**config.mk**
```make
export PLATFORM = sky130hd
export DESIGN_NAME = drbg_front
export DESIGN_NICKNAME = d
export VERILOG_FILES = /design/src/sv/drbg_pkg.sv /design/src/sv/drbg_front.sv
export SDC_FILE = /design/constraint.sdc
export NUM_CORES = 1
export LEC_CHECK = 0
export BUFFER_PORTS_ARGS = -buffer_cell sky130_fd_sc_hd__buf_4
export CAP_MARGIN = 20
export CORE_MARGIN = 2
export CORE_UTILIZATION = 45
export DETAILED_ROUTE_END_ITERATION = 7
export PLACE_DENSITY = 0.82
export SLEW_MARGIN = 20
export SYNTH_ARGS = -nofsm -noshare
export SYNTH_HDL_FRONTEND = slang
export SYNTH_SLANG_ARGS = --single-unit
export TNS_END_PERCENT = 1
```
**constraint.sdc**
```tcl
create_clock -name clk -period 4.1 [get_ports clk]
set_input_delay 0.615 -clock clk [delete_from_list [all_inputs] [get_ports clk]]
set_output_delay 0.615 -clock clk [all_outputs]
set_load 0.05 [all_outputs]
```
**src/sv/drbg_pkg.sv**
```systemverilog
package drbg_pkg;

    typedef struct packed {
        logic        op;
        logic [63:0] seed_word;
        logic [63:0] pers_word;
        logic [2:0]  chunk_index;
        logic        final_block;
        logic [4:0]  want_bytes;
    } req_t;

    typedef struct packed {
        logic [63:0] data_word;
        logic        half;
        logic [3:0]  valid_bytes;
        logic        last;
    } rsp_t;

    localparam logic OP_SEED = 1'b0;
    localparam logic OP_GEN  = 1'b1;

    typedef enum logic [1:0] {
        CMD_SEED = 2'd0,
        CMD_INST = 2'd1,
        CMD_GEN  = 2'd2
    } cmd_kind_t;

    typedef struct packed {
        cmd_kind_t   kind;
        logic [2:0]  idx;
        logic [63:0] chunk;
        logic        fin;
        logic [3:0]  v0;
        logic [3:0]  v1;
    } cmd_t;

    localparam logic [7:0] SBOX [256] = '{
        8'h63,8'h7c,8'h77,8'h7b,8'hf2,8'h6b,8'h6f,8'hc5,8'h30,8'h01,8'h67,8'h2b,8'hfe,8'hd7,8'hab,8'h76,
        8'hca,8'h82,8'hc9,8'h7d,8'hfa,8'h59,8'h47,8'hf0,8'had,8'hd4,8'ha2,8'haf,8'h9c,8'ha4,8'h72,8'hc0,
        8'hb7,8'hfd,8'h93,8'h26,8'h36,8'h3f,8'hf7,8'hcc,8'h34,8'ha5,8'he5,8'hf1,8'h71,8'hd8,8'h31,8'h15,
        8'h04,8'hc7,8'h23,8'hc3,8'h18,8'h96,8'h05,8'h9a,8'h07,8'h12,8'h80,8'he2,8'heb,8'h27,8'hb2,8'h75,
        8'h09,8'h83,8'h2c,8'h1a,8'h1b,8'h6e,8'h5a,8'ha0,8'h52,8'h3b,8'hd6,8'hb3,8'h29,8'he3,8'h2f,8'h84,
        8'h53,8'hd1,8'h00,8'hed,8'h20,8'hfc,8'hb1,8'h5b,8'h6a,8'hcb,8'hbe,8'h39,8'h4a,8'h4c,8'h58,8'hcf,
        8'hd0,8'hef,8'haa,8'hfb,8'h43,8'h4d,8'h33,8'h85,8'h45,8'hf9,8'h02,8'h7f,8'h50,8'h3c,8'h9f,8'ha8,
        8'h51,8'ha3,8'h40,8'h8f,8'h92,8'h9d,8'h38,8'hf5,8'hbc,8'hb6,8'hda,8'h21,8'h10,8'hff,8'hf3,8'hd2,
        8'hcd,8'h0c,8'h13,8'hec,8'h5f,8'h97,8'h44,8'h17,8'hc4,8'ha7,8'h7e,8'h3d,8'h64,8'h5d,8'h19,8'h73,
        8'h60,8'h81,8'h4f,8'hdc,8'h22,8'h2a,8'h90,8'h88,8'h46,8'hee,8'hb8,8'h14,8'hde,8'h5e,8'h0b,8'hdb,
        8'he0,8'h32,8'h3a,8'h0a,8'h49,8'h06,8'h24,8'h5c,8'hc2,8'hd3,8'hac,8'h62,8'h91,8'h95,8'he4,8'h79,
        8'he7,8'hc8,8'h37,8'h6d,8'h8d,8'hd5,8'h4e,8'ha9,8'h6c,8'h56,8'hf4,8'hea,8'h65,8'h7a,8'hae,8'h08,
        8'hba,8'h78,8'h25,8'h2e,8'h1c,8'ha6,8'hb4,8'hc6,8'he8,8'hdd,8'h74,8'h1f,8'h4b,8'hbd,8'h8b,8'h8a,
        8'h70,8'h3e,8'hb5,8'h66,8'h48,8'h03,8'hf6,8'h0e,8'h61,8'h35,8'h57,8'hb9,8'h86,8'hc1,8'h1d,8'h9e,
        8'he1,8'hf8,8'h98,8'h11,8'h69,8'hd9,8'h8e,8'h94,8'h9b,8'h1e,8'h87,8'he9,8'hce,8'h55,8'h28,8'hdf,
        8'h8c,8'ha1,8'h89,8'h0d,8'hbf,8'he6,8'h42,8'h68,8'h41,8'h99,8'h2d,8'h0f,8'hb0,8'h54,8'hbb,8'h16
    };

    function automatic logic [31:0] sub_word(input logic [31:0] w);
        return {SBOX[w[31:24]], SBOX[w[23:16]], SBOX[w[15:8]], SBOX[w[7:0]]};
    endfunction

    function automatic logic [7:0] xt(input logic [7:0] x);
        return {x[6:0], 1'b0} ^ (x[7] ? 8'h1b : 8'h00);
    endfunction

    // a round, no key add, mix only if mix; byte 0 in the top bits
    function automatic logic [127:0] aes_round(input logic [127:0] s, input logic mix);
        logic [7:0] b [16];
        logic [7:0] t [16];
        logic [7:0] a0, a1, a2, a3, al;
        logic [127:0] r;
        for (int i = 0; i < 16; i++) b[i] = s[127 - 8*i -: 8];
        for (int c = 0; c < 4; c++)
            for (int j = 0; j < 4; j++)
                t[j + 4*c] = SBOX[b[j + 4*((c + j) % 4)]];
        if (mix) begin
            for (int c = 0; c < 4; c++) begin
                a0 = t[4*c]; a1 = t[4*c+1]; a2 = t[4*c+2]; a3 = t[4*c+3];
                al = a0 ^ a1 ^ a2 ^ a3;
                t[4*c]   = a0 ^ al ^ xt(a0 ^ a1);
                t[4*c+1] = a1 ^ al ^ xt(a1 ^ a2);
                t[4*c+2] = a2 ^ al ^ xt(a2 ^ a3);
                t[4*c+3] = a3 ^ al ^ xt(a3 ^ a0);
            end
        end
        for (int i = 0; i < 16; i++) r[127 - 8*i -: 8] = t[i];
        return r;
    endfunction

endpackage

```
**src/sv/drbg_front.sv**
```systemverilog
module drbg_front (
    input  logic             clk,
    input  logic             rst_n,
    input  logic             in_valid,
    output logic             in_stall,
    input  drbg_pkg::req_t   in_data,
    output logic             q_valid,
    input  logic             q_stall,
    output drbg_pkg::cmd_t   q_data
);

    localparam int DEPTH = 2;

    drbg_pkg::cmd_t    mem_reg [DEPTH];
    logic              wp_reg, wp_next, rp_reg, rp_next;
    logic [1:0]        cnt_reg, cnt_next;
    drbg_pkg::cmd_t    cls;
    logic              push, pop;
    logic [4:0]        w;

    always_comb
    begin
        w = (in_data.want_bytes > 5'd16) ? 5'd16 : in_data.want_bytes;
        cls.idx = in_data.chunk_index;
        cls.chunk = in_data.seed_word ^ in_data.pers_word;
        cls.fin = in_data.final_block;
        cls.v0 = (w > 5'd8) ? 4'd8 : w[3:0];
        cls.v1 = (w > 5'd8) ? 4'(w - 5'd8) : 4'd0;
        if (in_data.op == drbg_pkg::OP_GEN)
            cls.kind = drbg_pkg::CMD_GEN;
        else if (in_data.chunk_index == 3'd5)
            cls.kind = drbg_pkg::CMD_INST;
        else
            cls.kind = drbg_pkg::CMD_SEED;
    end

    // seed chunk indexes beyond five are dropped here
    assign in_stall = (cnt_reg == 2'(DEPTH));
    assign push = in_valid && !in_stall &&
                  !(in_data.op == drbg_pkg::OP_SEED && in_data.chunk_index > 3'd5);
    assign q_valid = (cnt_reg != 2'd0);
    assign q_data = mem_reg[rp_reg];
    assign pop = q_valid && !q_stall;

    always_comb
    begin
        wp_next = push ? ~wp_reg : wp_reg;
        rp_next = pop ? ~rp_reg : rp_reg;
        cnt_next = cnt_reg + 2'(push) - 2'(pop);
    end

    always_ff @(posedge clk or negedge rst_n)
    begin
        if (!rst_n)
        begin
            wp_reg <= 1'b0;
            rp_reg <= 1'b0;
            cnt_reg <= 2'd0;
        end
        else
        begin
            wp_reg <= wp_next;
            rp_reg <= rp_next;
            cnt_reg <= cnt_next;
        end
    end

    always_ff @(posedge clk)
    begin
        if (push)
            mem_reg[wp_reg] <= cls;
    end

endmodule

```
## Word level (Yosys, flattened, before mapping)

Memory sizes are Yosys's and may differ from the RTL's.
Index checks and enable logic that the tools add are counted.

| storage, ports and cells | value |
|---|---|
| bits in read-only memories | 0 |
| input bits | 142 |
| memories | 1 |
| latch bits | 0 |
| bits in writable memories | 156 |
| word-level logic and storage cells | 31 |
| output and inout port bits | 80 |
| register bits | 4 |

| operators by class | value |
|---|---|
| bitwise gates (word level) | 4 |
| eq/ne operators | 2 |
| multiplexer cells | 7 |
| shift operators | 0 |
| add/subtract/negate cells | 3 |
| reductions and logical operators | 8 |
| multipliers | 0 |
| $lt $le $gt $ge | 3 |
| divide/modulo/power cells | 0 |

Memory list:

| name | words | width | rd ports | clocked after Yosys merged registers in | write ports | line | RTL |
|---|---|---|---|---|---|---|---|
| mem_reg | 2 | 78 | 1 | 0 | 1 | drbg_front.sv:14 | `drbg_pkg::cmd_t mem_reg [DEPTH];` |

Operators with widths:

| cell | number |
|---|---|
| 64-bit XOR | 1 |
| 4-bit 2-to-1 mux | 2 |
| 5-bit by 4-bit > comparator with 1-bit output (second input constant) | 1 |
| 5-bit > comparator (second input constant) | 1 |
| 5-bit 2-to-1 mux | 1 |
| 1-bit logical AND | 4 |
| 4-bit subtractor (second input constant) | 1 |
| 3-bit equality test (second input constant) | 1 |
| 3-bit > comparator (second input constant) | 1 |
| 1-bit logical NOT | 3 |
| 1-bit 2-to-1 mux | 3 |
| 1-bit inverter | 3 |
| 2-bit by 1-bit adder with 2-bit output | 1 |
| 2-bit equality test (second input constant) | 1 |
| 2-bit 2-to-1 mux | 1 |
| 2-bit nonzero test | 1 |
| 2-bit by 1-bit subtractor with 2-bit output | 1 |

## Longest topological paths before layout

Gate-level depths: netlist of run 1.

| logic depth | value |
|---|---|
| depth in word-level cells | 6 |
| gate-level depth with buffers | 7 |
| depth with buffers taken out | 7 |

## Least setup slack after synthesis of run 1

Ideal clock, no wire load.

| timing | value |
|---|---|
| kind | flip-flop to flip-flop |
| start | reg cnt_reg[1] |
| end | mem mem_reg[0][0] (netlist name), enable pin |
| clock period less this slack | 4.784 ns |
| required time | 3.585 ns |
| library setup time | 0.515 ns |
| slack | -0.684 ns |
| data arrival time | 4.269 ns |
| buffers on the path | 0 |
| cell stages (with the launch flop) | 4 |
| cells stage by stage | dfrtp_1 > nor2b_1 > nand3b_1 > nor2_1 |

| on the way | value |
|---|---|
| word-level cells in the longest chain between the ends | 6 |

Ends and longest elaborated chain:

| what | line | RTL |
|---|---|---|
| from (decl) | drbg_front.sv:16 | `logic [1:0] cnt_reg, cnt_next;` |
| from (signal assigned) | drbg_front.sv:64 | `cnt_reg <= cnt_next;` |
| 2-bit equality test | drbg_front.sv:38 | `assign in_stall = (cnt_reg == 2'(DEPTH));` |
| via in_stall | drbg_front.sv:5 | `output logic in_stall,` |
| 1-bit logical NOT | drbg_front.sv:39 | `assign push = in_valid && !in_stall &&` |
| 1-bit logical AND (2 in a row) | drbg_front.sv:39 |  |
| 1-bit 2-to-1 mux | drbg_front.sv:70 | `if (push)` |
| 1-bit 2-to-1 mux (implied by the code) | drbg_front.sv:71 | `mem_reg[wp_reg] <= cls;` |
| to (decl) | drbg_front.sv:14 |  |

The timed path passes the listed nets, and every way through them passes these cells.

==> results.md, run 1 <==
* Die W at 124 µm
* TritonCTS Sinks at 160
* Vias per cell at 4.74
* P_int at roughly 4.3 mW
* CTS tree: done
* Largest area contributor in the netlist: edfxtp_1
* Largest net degree at the start of global routing at 80
* Psw at approximately 2.6 mW
* Hold Path Origin: in_data[5]
* I/O pin total at between 200 and 250
* Initial antenna violation count at 0
* Maxcap violations at 0
* Setup violators final at 0
* Max reg flops at between 150 and 200
* Crit. Startpoint: rp_reg
* Fin Clk Skew at 0.00677 ns
* Peak supply drop at 0.000419 V
* Grt ovf at 0
* Final #Nets at 715
* Die footprint at ~15000 µm²
* Post-synthesis sequential area ratio at 0.736
* First-pass GRT wire length at between 15000 and 20000 µm
* Hold WS at between 0.3 and 0.4 ns
* Clock Power Share at 0.235
* Core area at around 14000 µm²
* Post-Route WL at roughly 12000 µm
* Slew headroom at 0.415
* Logic pwr share at 0.421
* Commonest non-fill, non-tap cell in the layout: buf_4
* GRT Total Usage at 0.160
* Sequential power share at 0.343
* Initial core utilization at 0.465
* Crit start category: flip-flop
* Worst EP required at 3.48 ns
* Clk pin slew, worst setup/hold paths at 0.06 ns
* Top cell type's share of synthesized area at 0.721
* Synthesis-to-layout area growth at 38.9%
* Finished Layout Cells at roughly 760
* Drt pass-1 iters at 4
* Routability cong. at 0.744
* Syn nets at between 400 and 500
* Initial detailed-routing violation count at 125
* Clock Tree Buf Depth at 2
* Vias in the first global route at about 3800
* Post_cts resized at 0
* Synth warnings at 0
* Via count at roughly 3600
* Slew @ Worst Pin at 0.875 ns
* Root Driver: clkbuf_16
* Share of cells above drive strength 1 at 0.575
* Outcome: finished, final reports clean
* Post-Route Utilization at 0.645
* # port buffers at approximately 220
* Std-Cell Rows at 43
* Mapped cell area at around 6500 µm²
* Max Slew Vio Count at 0
* Drt wl/cell at ~16 µm
* Commonest non-fill, non-tap cells in the layout: buf_4 (221), edfxtp_1 (156), mux2_2 (68)
* Fmax at between 0.3 and 0.4 GHz
* Syn_area_per_cell at 19.3 µm²
* Crit Path Category: flip-flop to output port
* Final HPWL from detailed placement at ~8500 µm
* Yosys reg bits at 160
* Period Utilization, post-route at 0.650
* Distinct cell type count after synthesis at 17
* CP Capture Type: output port
* Clock latency on the worst-skew pair at roughly 0.41 ns
* CTS buffer count at 17
* Top cells by area, synth: edfxtp_1 (72%), mux2_2 (12%), xor2_1 (8.8%), mux2_4 (2.3%), dfrtp_1 (1.5%)
* Net Sw Frac at 0.383
* Ant. Diodes at 0
* Htree depth at 4
* Inst Count DP at between 700 and 800
* RSZ-0062 raised after global routing: false
* Worst path arrival time at slightly above 2 ns
* Power per cell area at between 700 and 800 nW/µm²
* Final instance area at roughly 9000 µm²
* Endpoints failing hold at 0
* Die Y at between 100 and 150 µm
* Leak at approximately 3.6 nW
* Post-route ant nets at 0
* # DRC at 0
* Origin of the critical flop-to-flop path: cnt_reg[1]
* Hold/Removal Path Class: primary input to flip-flop
* Post-layout min period at 2.67 ns
* Post-Syn Instances at ~340
* CP max FO at 56
* Dpl cell area at about 8400 µm²
==> layer usage <==
layer / share of wire / track usage
met5: 0 / 0
met1: 0.38 / 0.178
met2: 0.55 / 0.290
met3: 0.057 / 0.0412
met4: 0.011 / 0.0660
==> power by group through the flow <==
stage / registers (mW) / logic, mW / clock network [mW]
final: 2.37 / 2.91 / 1.62
after global placement: 2.48 / 2.77 / 0
after floorplan: 2.35 / 2.13 / 0
after detailed placement: 2.51 / 2.80 / 0
after CTS: 2.48 / 2.81 / 1.66
after global routing: 2.40 / 3.04 / 1.73
==> path summary, 6_finish.rpt <==
kind / slack [ns] / end / cells past startpoint
worst max register to register: 1.72 / mem_reg[0][11] / 4
min in group asynchronous: 0.54 / wp_reg / 2
worst min register to register: 0.50 / cnt_reg[1] / 1
worst min-delay path: 0.39 / mem_reg[0][8] / 1
worst max-delay path: 1.43 / q_data[77] / 3
max in group asynchronous: 3.44 / rp_reg / 2
==> per-stage QoR <==
| step | TNS, ns | setup WS [ns] | total power, mW |
|---|---|---|---|
| 2_1_floorplan | -106.77 | -0.684 | 4.48 |
| 3_3_place_gp | 0 | 1.55 | 5.26 |
| 3_5_place_dp | 0 | 1.49 | 5.30 |
| 4_1_cts | 0 | 1.19 | 6.95 |
| 5_1_grt | 0 | 1.34 | 7.17 |
| 6_report | 0 | 1.43 | 6.89 |
==> critical path: stages, from the launching register on <==
cell	delay, ns
dfrtp_4	0.69
buf_16	0.33
mux2_2	0.41
buf_4	0.20
==> synthesized netlist by cell type <==
| library cell | number |
|---|---|
| and2_1 | 6 |
| buf_2 | 6 |
| buf_6 | 3 |
| clkbuf_1 | 1 |
| dfrtp_1 | 4 |
| edfxtp_1 | 156 |
| ha_1 | 2 |
| inv_1 | 3 |
| mux2_2 | 68 |
| mux2_4 | 10 |
| nand3b_1 | 2 |
| nor2_1 | 3 |
| nor2b_1 | 3 |
| nor4bb_1 | 1 |
| or2_2 | 1 |
| xnor2_1 | 3 |
| xor2_1 | 65 |
==> cells by family after synthesis <==
logic type | after synthesis | synth area share
xor gates and xnor gates | 68 | 0.0916
and+or+nand+nor | 16 | 0.0152
buffers and inverters | 13 | 0.0121
adders and majority gates | 2 | 0.00385
DFF | 160 | 0.736
muxes | 78 | 0.141
==> final cells by class <==
cell class	count	area [µm²]
clock inverter	14	191
fill	1003	4960
tap	180	225
sequential	160	4790
clock buffer	17	425
multi-input combinational	164	1650
inverter	3	11.3
timing repair buffer	225	1740
==> repair_timing <==
action                    in CTS  in global routing
hold endpoints to repair       4                  0
hold buffers                   1                  0
setup buffers                  0                  0
No activity file was read; power rests on OpenSTA's default activity.
==> inputs of run 2 (changes only) <==
- ABC_AREA: not set -> 1
- clock period: 4.1 -> 2.15 ns (I/O delays scaled with it)
==> run 2 against run 1 <==
Design area is essentially flat. Clock-buffer cell count increased by 1. Area after synthesis grew 0.87%. Total power grew 98%. Sequential share of layout area about the same. Flip-flop and latch count unchanged. Synthesized cell count increased by 55%.
==> results.md, run 2 <==
* Outcome: finished, final reports clean
* Yosys reg bits at 160 (unchanged)
* Psw at 5.97 mW (+130%)
* Die Y at 125 µm (+0.41%)
* # fillers at 1134 (+13%)
* Worst path arrival time at 1.65 ns (-0.40 ns)
* Max Slew Vio Count at 0 (unchanged)
* Htree depth at 4 (unchanged)
* Area of the multi-input gates at 1610 µm² (-2.6%)
* Final HPWL from detailed placement at 9140 µm (+7.7%)
* Drt pass-1 iters at 4 (unchanged)
* Leak at 4.02 nW (+12%)
* CTS tree: done
* Share of cells above drive strength 1 at 0.346 (-0.229)
* CP Buf/Inv Count at 3 (+1)
* Post-synthesis sequential area ratio at 0.730 (-0.00632)
* Fin Clk Skew at 0.00474 ns (-0.00203 ns)
* RSZ-0062 raised after global routing: false
* Vias in the first global route at 4442 (+18%)
* Endpoints failing hold at 0 (unchanged)
* Top cell type's share of synthesized area at 0.715 (-0.00619)
* CP max FO at 32 (-43%)
* Post-Route Utilization at 0.628 (-0.0173)
* CP delay by family, top: buffers and inverters
* # DRC at 0 (unchanged)
* FFs w/ async S/R, synth at 0.0250 (unchanged)
* Max reg flops at 156 (unchanged)
* Std-Cell Rows at 44 (+2.3%)
* Sequential power share at 0.323 (-0.020)
* Register area at 4790 µm² (about the same)
* Number of synthesized flops with an enable pin at 156 (unchanged)
* Power per cell area at 1510 nW/µm² (+98%)
* Post-layout min period at roughly 2 ns
* Root Driver: clkbuf_16
* Die footprint at 15500 µm² (+0.83%)
* Final #Nets at 898 (+26%)
* Worst path cell trace: inv_4 > buf_4 > nand2_1 > nand2_1 > buf_4
* Maxcap violations at 0 (unchanged)
* Largest net degree at the start of global routing at 48 (-40%)
* Slowest stage delay, CP at 0.44 ns (-0.25 ns)
* Hold/Removal Path Class: primary input to flip-flop
* Synth warnings at 0 (unchanged)
* GRT Total Usage at 0.173 (+0.0130)
* Register-to-register setup slack at 0.51 ns (-1.21 ns)
* # port buffers at 221 (unchanged)
* Clk pin slew, worst setup/hold paths at 0.06 ns (about the same)
* First-pass GRT wire length at 20900 µm (+16%)
* Initial core utilization at 0.456 (-0.00838)
* Commonest non-fill, non-tap cell in the layout: nand2_1
* Clock Power Share at 0.206 (-0.029)
* Logic pwr share at 0.471 (+0.050)
* Post-Route WL at 13100 µm (+5.4%)
* CP Depth at 5 (+2)
* Hold path depth at 1 (unchanged)
* Synth cell count leaders: nand2_1 (246), edfxtp_1 (156), xor2_1 (65)
* Clock Tree Buf Depth at 2 (unchanged)
* Commonest non-fill, non-tap cells in the layout: nand2_1 (245), buf_4 (227), edfxtp_1 (156)
* Distinct cell type count after synthesis at 17 (unchanged)
* Setup violators final at 0 (unchanged)
* Mapped cell area at 6560 µm² (+0.87%)
* Register-to-Register Path Depth at 4 (unchanged)
* Grt ovf at 0 (unchanged)
* Syn nets at 666 (+38%)
* CP Capture Type: output port
* Core area at 14400 µm² (+2.7%)
* TritonCTS Sinks at 160 (unchanged)
* Crit path max-delay cell type: dfrtp_2
* Setup tns final at 0 ns (unchanged)
* Power Total at 13.6 mW (+98%)
* Post-route ant nets at 0 (unchanged)
* Slew @ Worst Pin at 0.471 ns (-0.404 ns)
* Slew headroom at 0.686 (+0.271)
* Crit start category: flip-flop
* Period Utilization, post-route at 0.918
* Crit. Startpoint: rp_reg
* Post_cts resized at 0 (unchanged)
* Initial antenna violation count at 1 (+1)
* Peak supply drop at 0.000690 V (+65%)
* Syn_area_per_cell at 12.6 µm² (-35%)
* Routability cong. at 0.731 (-1.8%)
* Crit Path Category: flip-flop to output port
* Final worst slack at 0.176 ns (-1.26 ns)
* Largest area contributor in the netlist: edfxtp_1
* Die W at 125 µm (+0.41%)
* Vias per cell at 4.60 (-3.1%)
* Clock latency on the worst-skew pair at 0.42 ns (about the same)
* Initial detailed-routing violation count at 175 (+40%)
* Ys flop type: edfxtp_1
* Synthesis-to-layout area growth at 37.7%
* Drt wl/cell at 13.7 µm (-15%)
* Via count at 4373 (+21%)
* CTS buffer count at 17 (unchanged)
* Fmax at 0.507 GHz
* Top cells by area, synth: edfxtp_1 (71%), nand2_1 (14%), xor2_1 (8.7%), dfrtp_1 (1.5%), inv_1 (0.97%)
* Post-Syn Instances at 522 (+55%)
* Dpl ws at 0.411 ns (-1.08 ns)
* Worst EP required at 1.83 ns (-1.65 ns)
* P_int at 7.65 mW (+80%)
* Hold Path Origin: in_data[5]
* I/O pin total at 222 (unchanged)
* Net Sw Frac at 0.438 (+0.0557)
* Most common cell in the netlist: nand2_1
* Origin of the critical flop-to-flop path: cnt_reg[1]
==> run 2: area by class of cell <==
type	instances	share of cell area
sequential	160	0.530
clock inverter	13	0.0134
antenna	1	0.000277
tap	184	0.0255
inverter	18	0.00818
timing repair buffer	231	0.197
multi-input combinational	326	0.178
clock buffer	18	0.0476
==> run 2: final timing paths <==
path | to
max reg2reg | mem_reg[0][61]
min in group asynchronous | cnt_reg[0]
max in group asynchronous | rp_reg
min reg2reg | wp_reg
min | mem_reg[1][8]
max | q_data[29]
==> run 2: cell families after synthesis <==
family                   Yosys count  synth area share
AO/OA/AOI/OAI                      1          0.000763
XOR/XNOR                          66            0.0882
adder cells (fa/ha/maj)            2           0.00382
buffers and inverters             36            0.0282
flip-flops                       160             0.730
AND/OR/NAND/NOR                  257             0.149
==> run 2: through the flow <==
stage / cell area (µm²) / hold slack (ns) / std cells
CTS: 9020 / 0.0664 / 950
floorplan: 6580 / 0.0269 / 522
detailed placement: 8460 / 0.123 / 918
global route: 9020 / 0.0627 / 951
global placement: 8460 / 0.123 / 918
finish: 9020 / 0.0924 / 951
==> run 2: power by group through the flow <==
| stage | sequential, mW | combinational (mW) | clock [mW] |
|---|---|---|---|
| after global routing | 4.46 | 6.84 | 2.99 |
| after CTS | 4.41 | 6.50 | 2.87 |
| final | 4.40 | 6.41 | 2.80 |
| after floorplan | 4.43 | 4.46 | 0 |
| after global placement | 4.43 | 6.42 | 0 |
| after detailed placement | 4.47 | 6.49 | 0 |
==> run 2: repair_timing <==
action,CTS,global route
hold buffers,1,0
setup buffers,0,0
endpoints found under the hold margin,4,0
==> run 2: layer usage <==
metal,wire length (µm),up-vias,GRT usage,part of all wire
li1,-,2186,-,-
met1,4780,2011,0.177,0.37
met2,6960,152,0.315,0.53
met3,1010,24,0.0649,0.078
met4,297,0,0.0734,0.023
met5,0,-,0,0
==> inputs of run 3 (changes only) <==
- CORE_MARGIN: 2 -> not set
- PLACE_DENSITY: 0.82 -> 0.76
==> run 3 against run 2 <==
Clock power up 8.2%. Cell count fell by 0.63%. Sequential share of layout area decreased by 0.088 points. Routed wire length is 1.7% higher. Clock-buffer cell count is the same. Flip-flop and latch count unchanged. Combinational power hardly changed. Highest routed layer unchanged. Largest power group unchanged.
==> results.md, run 3 (synthesis gave the netlist of run 2 again) <==
* Vias in the first global route at 4436 (-0.14%)
* Crit. Startpoint: rp_reg
* RR Endpoint: mem_reg[0][69]
* First-pass GRT wire length at 20600 µm (-1.6%)
* Sequential power share at 0.319 (-0.004)
* Clock latency on the worst-skew pair at 0.42 ns (about the same)
* Initial detailed-routing violation count at 268 (+53%)
* Root Driver: clkbuf_16
* GRT Total Usage at 0.184 (+0.0108)
* Post-layout min period at 2.04 ns (+0.0707 ns)
* Post-route ant nets at 0 (unchanged)
* Setup violators final at 0 (unchanged)
* Die footprint at 15100 µm² (-3.2%)
* Initial core utilization at 0.467 (+0.0106)
* Grt ovf at 0 (unchanged)
* Synthesis-to-layout area growth at 37.9%
* Period Utilization, post-route at 0.951 (+0.0329)
* Drt wl/cell at 14.1 µm (+2.4%)
* Setup tns final at 0 ns (unchanged)
* Leak at 4.03 nW (+0.16%)
* Clock Tree Buf Depth at 2 (unchanged)
* Largest net degree at the start of global routing at 79 (+65%)
* CP delay by family, top: buffers and inverters
* Critical Path Sink: q_data[27]
* I/O pin total at 222 (unchanged)
* CP Buf/Inv Count at 3 (unchanged)
* Vias per cell at 4.68 (+1.7%)
* Initial antenna violation count at 0 (-1)
* Power per cell area at 1530 nW/µm² (+1.3%)
* Register-to-Register Path Depth at 4 (unchanged)
* RSZ-0062 raised after global routing: false
* Final worst slack at 0.105 ns (-0.0707 ns)
* Drt pass-1 iters at 5 (+1)
* Post-Route WL at 13300 µm (+1.7%)
* CTS tree: done
* Fin Clk Skew at 0.00672 ns (+0.00198 ns)
* Clock Power Share at 0.220 (+0.014)
* # port buffers at 221 (unchanged)
* Dpl ws at 0.465 ns (+0.0546 ns)
* Commonest non-fill, non-tap cells in the layout: nand2_1 (245), buf_4 (226), edfxtp_1 (156)
* Endpoints failing hold at 0 (unchanged)
* Register-to-register setup slack at 0.54 ns (+0.03 ns)
* Htree depth at 4 (unchanged)
* Fmax at 0.489 GHz (-3.5%)
* CP max FO at 41 (+28%)
* Psw at 5.97 mW (about the same)
* Worst path cell trace: inv_4 > buf_4 > nand2_1 > nand2_1 > buf_4
* Hold_buf cts at 1 (unchanged)
* Maxcap violations at 0 (unchanged)
* # DRC at 0 (unchanged)
* Max reg flops at 156 (unchanged)
* CP Depth at 5 (unchanged)
* Crit Path Category: flip-flop to output port
* CP Capture Type: output port
* Slew @ Worst Pin at 0.450 ns (-0.0213 ns)
* Slowest stage delay, CP at 0.44 ns (about the same)
* CTS buffer count at 17 (unchanged)
* Hold/Removal Path Class: primary input to flip-flop
* Final #Nets at 896 (-0.22%)
* Net Sw Frac at 0.432 (-0.00623)
* Die W at 123 µm (-1.6%)
* Peak supply drop at 0.000731 V (+6.0%)
* Final HPWL from detailed placement at 9170 µm (+0.30%)
* P_int at 7.85 mW (+2.6%)
* Max Slew Vio Count at 0 (unchanged)
* Share of cells above drive strength 1 at 0.344 (-0.00216)
* Worst EP required at 1.83 ns (about the same)
* Origin of the critical flop-to-flop path: cnt_reg[1]
* Crit path max-delay cell type: dfrtp_2
* Via count at 4419 (+1.1%)
* Commonest non-fill, non-tap cell in the layout: nand2_1
* Std-Cell Rows at 43 (-2.3%)
* Post_cts resized at 0 (unchanged)
* Slew headroom at 0.700 (+0.0142)
* Routability cong. at 0.734 (+0.40%)
* Die Y at 123 µm (-1.6%)
* Ant. Diodes at 0 (-1)
* Outcome: finished, final reports clean
* Crit start category: flip-flop
* TritonCTS Sinks at 160 (unchanged)
* Post-CTS setup buffers at 0 (unchanged)
* Worst path arrival time at 1.72 ns (+0.07 ns)
* Clk pin slew, worst setup/hold paths at 0.06 ns (about the same)
* Logic pwr share at 0.462 (-0.009)
* Core area at 14000 µm² (-2.3%)
[run 3: area by class of cell]
cell class | count | area, µm²
fill | 1045 | 5000
sequential | 160 | 4790
timing repair buffer | 229 | 1750
multi-input combinational | 326 | 1610
clock buffer | 18 | 429
tap | 180 | 225
clock inverter | 14 | 171
inverter | 18 | 73.8
[run 3: stage by stage]
stage                     cell area [µm²]  power [mW]  std cells  hold slack (ns)  utilization
after global placement               8430        10.8        912            0.123        0.600
final                                9040        13.8        945            0.103        0.644
after floorplan                      6580        8.90        522           0.0269            -
after CTS                            9040        14.0        945           0.0790        0.644
after global routing                 9040        14.4        945           0.0808        0.644
after detailed placement             8430        10.9        912            0.123        0.600
[run 3: layer usage]
| metal | vias to the layer above | part of all wire | track usage |
|---|---|---|---|
| met5 | - | 0 | 0 |
| met4 | 0 | 0.019 | 0.0800 |
| met3 | 24 | 0.042 | 0.0386 |
| met2 | 140 | 0.57 | 0.347 |
| met1 | 2077 | 0.37 | 0.196 |
| li1 | 2178 | - | - |
[run 3: worst min path at each step]
| stage | from | to | slack, ns | cells past startpoint |
|---|---|---|---|---|
| floorplan | rst_n | cnt_reg[0] | 0.03 | 0 |
| global placement | rst_n | cnt_reg[0] | 0.12 | 1 |
| detailed placement | rst_n | cnt_reg[0] | 0.12 | 1 |
| CTS | in_data[5] | mem_reg[0][8] | 0.08 | 1 |
| global route | in_data[5] | mem_reg[0][8] | 0.08 | 1 |
| finish | in_data[5] | mem_reg[0][8] | 0.10 | 1 |
[run 3: worst register-to-register path: cells and delay by family (launching register included)]
kind                   cells  cell delay (ns)
and+or+nand+nor            2             0.30
buffers and inverters      2             0.52
DFF                        1             0.41
[run 3: power groups by stage]
stage	Clock [mW]	Sequential, mW	Combinational (mW)
after CTS	3.09	4.41	6.45
after global placement	0	4.44	6.35
after detailed placement	0	4.48	6.42
after global routing	3.20	4.47	6.76
final	3.03	4.41	6.38
after floorplan	0	4.43	4.46
